<file path="config.mk">
export PLATFORM = sky130hd
export DESIGN_NAME = sbee_alu
export DESIGN_NICKNAME = d
export VERILOG_FILES = /design/src/sv/sbee_pkg.sv /design/src/sv/sbee_alu.sv
export SDC_FILE = /design/constraint.sdc
export NUM_CORES = 1
export LEC_CHECK = 0
export BUFFER_PORTS_ARGS = -buffer_cell sky130_fd_sc_hd__clkbuf_2
export CAP_MARGIN = 20
export CORE_UTILIZATION = 45
export DETAILED_ROUTE_END_ITERATION = 6
export PLACE_DENSITY = 0.62
export SYNTH_ARGS = -nofsm -noshare
export SYNTH_HDL_FRONTEND = slang
export SYNTH_SLANG_ARGS = --single-unit
</file>
<file path="constraint.sdc">
create_clock -name vclk -period 11.9
set_clock_uncertainty 0.1 [all_clocks]
set_input_delay 1.19 -clock vclk [all_inputs]
set_output_delay 1.19 -clock vclk [all_outputs]
set_load 0.005 [all_outputs]
</file>
<file path="src/sv/sbee_pkg.sv">
// ----------------------------------------------------------------------------
// sbee_pkg
// types, sizes and opcode codes of the stack bytecode evaluator
// ----------------------------------------------------------------------------
package sbee_pkg;

	localparam int STACK_DEPTH = 32;
	localparam int VAR_SLOTS   = 256;
	localparam int CNT_W       = $clog2(STACK_DEPTH + 1);
	localparam int SIDX_W      = $clog2(STACK_DEPTH);
	localparam int VIDX_W      = (VAR_SLOTS > 1) ? $clog2(VAR_SLOTS) : 1;
	localparam int VCNT_W      = 9;

	localparam logic [7:0] OP_PUSH_LIT  = 8'd0;
	localparam logic [7:0] OP_FETCH_VAR = 8'd1;
	localparam logic [7:0] OP_ADD       = 8'd2;
	localparam logic [7:0] OP_SUB       = 8'd3;
	localparam logic [7:0] OP_MUL       = 8'd4;
	localparam logic [7:0] OP_NEG       = 8'd5;
	localparam logic [7:0] OP_EQ        = 8'd6;
	localparam logic [7:0] OP_NE        = 8'd7;
	localparam logic [7:0] OP_LT        = 8'd8;
	localparam logic [7:0] OP_LE        = 8'd9;
	localparam logic [7:0] OP_GT        = 8'd10;
	localparam logic [7:0] OP_GE        = 8'd11;
	localparam logic [7:0] OP_AND       = 8'd12;
	localparam logic [7:0] OP_OR        = 8'd13;
	localparam logic [7:0] OP_NOT       = 8'd14;

	localparam logic [2:0] SET_STORE = 3'd1;
	localparam logic [2:0] SET_ADD   = 3'd2;
	localparam logic [2:0] SET_SUB   = 3'd3;
	localparam logic [2:0] SET_MUL   = 3'd4;

	typedef enum logic [3:0] {
		ALU_PASS, ALU_ADD, ALU_SUB, ALU_MUL, ALU_EQ, ALU_NE,
		ALU_LT, ALU_LE, ALU_GT, ALU_GE, ALU_AND, ALU_OR
	} alu_op_t;

	function automatic alu_op_t alu_of_opcode(input logic [7:0] op);
		alu_op_t r;
		case (op)
			OP_ADD:  r = ALU_ADD;
			OP_SUB:  r = ALU_SUB;
			OP_MUL:  r = ALU_MUL;
			OP_NEG:  r = ALU_SUB;
			OP_EQ:   r = ALU_EQ;
			OP_NE:   r = ALU_NE;
			OP_LT:   r = ALU_LT;
			OP_LE:   r = ALU_LE;
			OP_GT:   r = ALU_GT;
			OP_GE:   r = ALU_GE;
			OP_AND:  r = ALU_AND;
			OP_OR:   r = ALU_OR;
			OP_NOT:  r = ALU_EQ;
			default: r = ALU_PASS;
		endcase
		return r;
	endfunction

	function automatic alu_op_t alu_of_setter(input logic [2:0] sop);
		alu_op_t r;
		case (sop)
			SET_ADD: r = ALU_ADD;
			SET_SUB: r = ALU_SUB;
			SET_MUL: r = ALU_MUL;
			default: r = ALU_PASS;
		endcase
		return r;
	endfunction

endpackage

</file>
<file path="src/sv/sbee_alu.sv">
// ----------------------------------------------------------------------------
// sbee_alu
// shared arithmetic and compare unit, one operation per use
// ----------------------------------------------------------------------------
module sbee_alu (
	input  sbee_pkg::alu_op_t op,
	input  logic [31:0]       a,
	input  logic [31:0]       b,
	output logic [31:0]       y
);
	import sbee_pkg::*;

	logic lt_ab;
	logic lt_ba;

	assign lt_ab = $signed(a) < $signed(b);
	assign lt_ba = $signed(b) < $signed(a);

	always_comb begin
		case (op)
			ALU_PASS: y = b;
			ALU_ADD:  y = a + b;
			ALU_SUB:  y = a - b;
			ALU_MUL:  y = a * b;
			ALU_EQ:   y = {31'd0, a == b};
			ALU_NE:   y = {31'd0, a != b};
			ALU_LT:   y = {31'd0, lt_ab};
			ALU_LE:   y = {31'd0, !lt_ba};
			ALU_GT:   y = {31'd0, lt_ba};
			ALU_GE:   y = {31'd0, !lt_ab};
			ALU_AND:  y = {31'd0, (a != 32'd0) && (b != 32'd0)};
			ALU_OR:   y = {31'd0, (a != 32'd0) || (b != 32'd0)};
			default:  y = b;
		endcase
	end
endmodule

</file>
# After elaboration in Yosys (flattened, before gate mapping)
# Cells that the tools add are included.
# classes
n_addsub	2
multipliers	1
n_eq_ne	13
muxes	1
n_reduce_logical	6
order_cmp	2
# op_table
op	n
case mux 32 bit (11 select lines)	1
less-than comparator 32 bit	2
nonzero test 32 bit	2
adder 32 bit	1
equality test 32 bit	1
multiplier 32 x 32 -> 32 bit	1
!= test 32 bit	1
subtractor 32 bit	1
equality test 4 x 3 -> 1 bit (second input constant)	4
equality test 4 bit (second input constant)	4
equality test 4 x 2 -> 1 bit (second input constant)	2
equality test 4 x 1 -> 1 bit (second input constant)	1
zero test 1 bit	2
logical AND 1 bit	1
logical OR 1 bit	1
# word_totals
register_bits	0
input_bits	68
wordCells	25
out_inout_bits	32

# Logic depth before layout (Yosys ltp)
# depth
word_depth	3
ltp_mapped	30
depth_no_buf	28

# Least setup slack after synthesis
# No wires, ideal clock.
# synth_path
path_kind	input-to-output
start	input port b[2]
end	output port y[29]
cell_stages	28
arrival_ns	7.975
slack_ns	2.635
n_path_buf	2
required_ns	10.610
path_cell_list	clkbuf_1 -> inv_1 -> buf_1 -> nor2_1 -> fa_1 -> inv_1 -> fa_1 -> fa_1 -> fa_1 -> inv_1 -> fa_1 -> inv_1 -> fa_1 -> inv_1 -> fa_1 -> fa_1 -> ha_1 -> and3_1 -> nand4_1 -> nor2_1 -> o211a_1 -> nand4b_1 -> nand2_1 -> o21ai_1 -> xnor2_1 -> nor2_1 -> a311o_1 -> o32a_1
# synth_between
elab_chain_len	2
word_cells_on_any_way	4
classes_between	2 x add/sub; 1 x mul; 1 x mux
# synth_rtl
element	line_no	source
start: declaration	sbee_alu.sv:8	input logic [31:0] b,
multiplier 32 x 32 -> 32 bit, or another cell as far along	sbee_alu.sv:24	ALU_MUL: y = a * b;
case mux 32 bit (11 select lines) (*)	sbee_alu.sv:20	case (op)
end: declaration	sbee_alu.sv:9	output logic [31:0] y
# Mark *: on every way between the ends. The rest lies on a longest branch, timed or not.

# Worst setup path after layout
# layout_path
start	input port b[4]
end	output port y[30]
# The elaborated chain is that of the path after synthesis.

==> reports/metrics.csv <==
metric;value;unit
Rel. slew slack;25.90;%
seq_cells;0;
Post-CTS Hold Buffers;0;
initial antenna violation count;2;
Critical Path Stages;27;
actual slew at the worst max-slew pin;1.108;ns
crit path buf inv count;7;
clock buffer count;0;
placed instance count;3080;
vias in the first global route;19060;
sequential-to-total area share from yosys stat;0;%
Iteration-0 DRC Markers;1862;
max cap viols;0;
first-pass GRT wire length;119.1;mm
DR DRC count;0;
DIE AREA;45110;um2
largest net degree at the start of global routing;33;
crit-path leading delay family;adder cells;
metal2 WL;34.34;mm
FMAX;0.09471;GHz
Hold Path Class;primary input to output pin;
# port buffers;100;
Final Hold Fails;0;
final non-filler cell total;3081;
die width;212.4;um
antenna-violating nets left;0;
WP data required;10.61;ns
core area;43360;um2
CP max FO;21;
total track usage;35.92;%
Die Y;212.4;um
slowest stage delay, CP;0.76;ns
cell depth of the worst hold path;4;
cell count after synthesis;2489;
Tmin final;10.56;ns
slowest stage cell, crit path;inv_1;
status;complete, no violations;
Synth Cell Area;19920;um2
topmost layer with routed signal wires;met5;
worst path arrival time;9.27;ns
placed cell area;20920;um2
fillers;4370;
Startpoint Class;primary input;
RSZ-0062 raised after global routing;no;
layout cells sized above 1;6.453;%
Pre-Repair DR Iteration Count;6;
Syn Area/Cell;8.002;um2
Total Wirelength;78.32;mm
crit path from;b[4];
Placer Congestion;0.9797;
critical path class;primary input to output pin;
post-CTS resize count;0;
Post-CTS Setup Repair Bufs;0;
met1 wire length;31.80;mm
final slew viol count;0;
synth warn;0;
hold path start;b[28];
I/O pins;100;
Routed met3 length;7.883;mm
Final #Nets;3196;
Synth Net Count;3188;
Site Rows;76;
final critical-path share of the clock period;88.73;%
DR WL/cell;25.42;um
Initial Util;45.93;%
DR vias;18140;
worst hold slack;2.737;ns
setup_tns;0;ns
area grow syn2layout;5.045;%
crit end category;output pin;
post-synth cell types;78;
via-per-instance ratio;5.887;
Design Area, Final;20920;um2
total grt overflow;0;
post-DP HPWL;62.98;mm
final setup vio count;0;
footprint of the multi-input gates;17620;um2
sequential cell area;0;um2
cell repeated most along the worst path;fa_1;
## worst min-delay path, stage by stage
cell      delay, ns
clkbuf_2       0.17
nand2_1        0.09
nand3_1        0.08
clkbuf_2       0.11
## Yosys cell counts, types with 5 or more instances
| cell | instances | area share (%) |
|---|---|---|
| a31oi_1 | 7 | 0.22 |
| o21ai_1 | 11 | 0.28 |
| and3_1 | 9 | 0.28 |
| buf_1 | 21 | 0.40 |
| nand2_1 | 264 | 5.0 |
| and2_1 | 5 | 0.16 |
| buf_2 | 12 | 0.30 |
| clkinv_1 | 13 | 0.25 |
| nand2b_1 | 16 | 0.50 |
| a221oi_1 | 10 | 0.44 |
| nor4_1 | 22 | 0.69 |
| o211ai_1 | 13 | 0.49 |
| nor2_1 | 383 | 7.2 |
| o21a_1 | 8 | 0.30 |
| a211oi_1 | 11 | 0.41 |
| clkbuf_1 | 98 | 1.8 |
| nor3b_1 | 5 | 0.19 |
| xor2_1 | 22 | 0.97 |
| a21o_1 | 30 | 1.1 |
| or3_1 | 7 | 0.22 |
| o21ai_0 | 63 | 1.6 |
| fa_1 | 410 | 41 |
| xnor2_1 | 73 | 3.2 |
| a21oi_1 | 100 | 2.5 |
| nand3_1 | 17 | 0.43 |
| mux2i_1 | 6 | 0.30 |
| nor3_1 | 23 | 0.58 |
| o31ai_1 | 5 | 0.19 |
| a221o_1 | 11 | 0.55 |
| ha_1 | 221 | 14 |
| nand4_1 | 9 | 0.28 |
| o21bai_1 | 14 | 0.53 |
| nor2b_1 | 13 | 0.41 |
| or2_2 | 5 | 0.16 |
| o22ai_1 | 9 | 0.28 |
| inv_1 | 457 | 8.6 |
| o221ai_1 | 15 | 0.66 |
| a22oi_1 | 9 | 0.34 |
## final timing paths
path                    end
worst max-delay path  y[30]
worst min-delay path  y[28]
## cell families after synthesis
family	count (synthesis)	share of synthesized area [%]
compound gates	358	12.12
buf+inv	606	11.53
fa+ha+maj	632	55.15
simple gates	790	16.61
xor+xnor	95	4.178
mux	8	0.4146
## metal layers
metal  vias to the layer above  GRT usage (%)
met4                         2          15.48
met5                         -              0
li1                       7767              -
met1                      9066          49.05
met3                       231          6.145
met2                      1072          56.04
## per-stage QoR
step	util, %	setup slack [ns]
6_report	48.25	1.342
3_3_place_gp	48.24	1.630
5_1_grt	48.24	1.117
4_1_cts	48.24	1.516
2_1_floorplan	-	2.635
3_5_place_dp	48.24	1.546
## layout by cell type (no fill, tap or decap), drive strengths merged, types with 11 or more instances in the layout
cell type  instances
a21oi            102
o211ai            13
clkinv            13
o21ai             76
o221ai            15
ha               221
nand3             17
buf               38
clkbuf           100
a221o             11
a211oi            12
nor2             383
nor4              23
xor2              22
nand2            264
a21o              30
o21bai            14
nand2b            16
a221oi            11
inv              461
nor2b             13
fa               410
nor3              23
xnor2             73
## final cells by class
cell class / count / share of cell area (%)
Inverter: 474 / 8.504
Antenna cell: 1 / 0.01196
Multi-Input combinational cell: 1883 / 84.23
Timing Repair Buffer: 138 / 3.756
Tap cell: 585 / 3.499
Power is not shown: default switching activity piles up to over one toggle a cycle in this logic, so the estimate is an artifact.
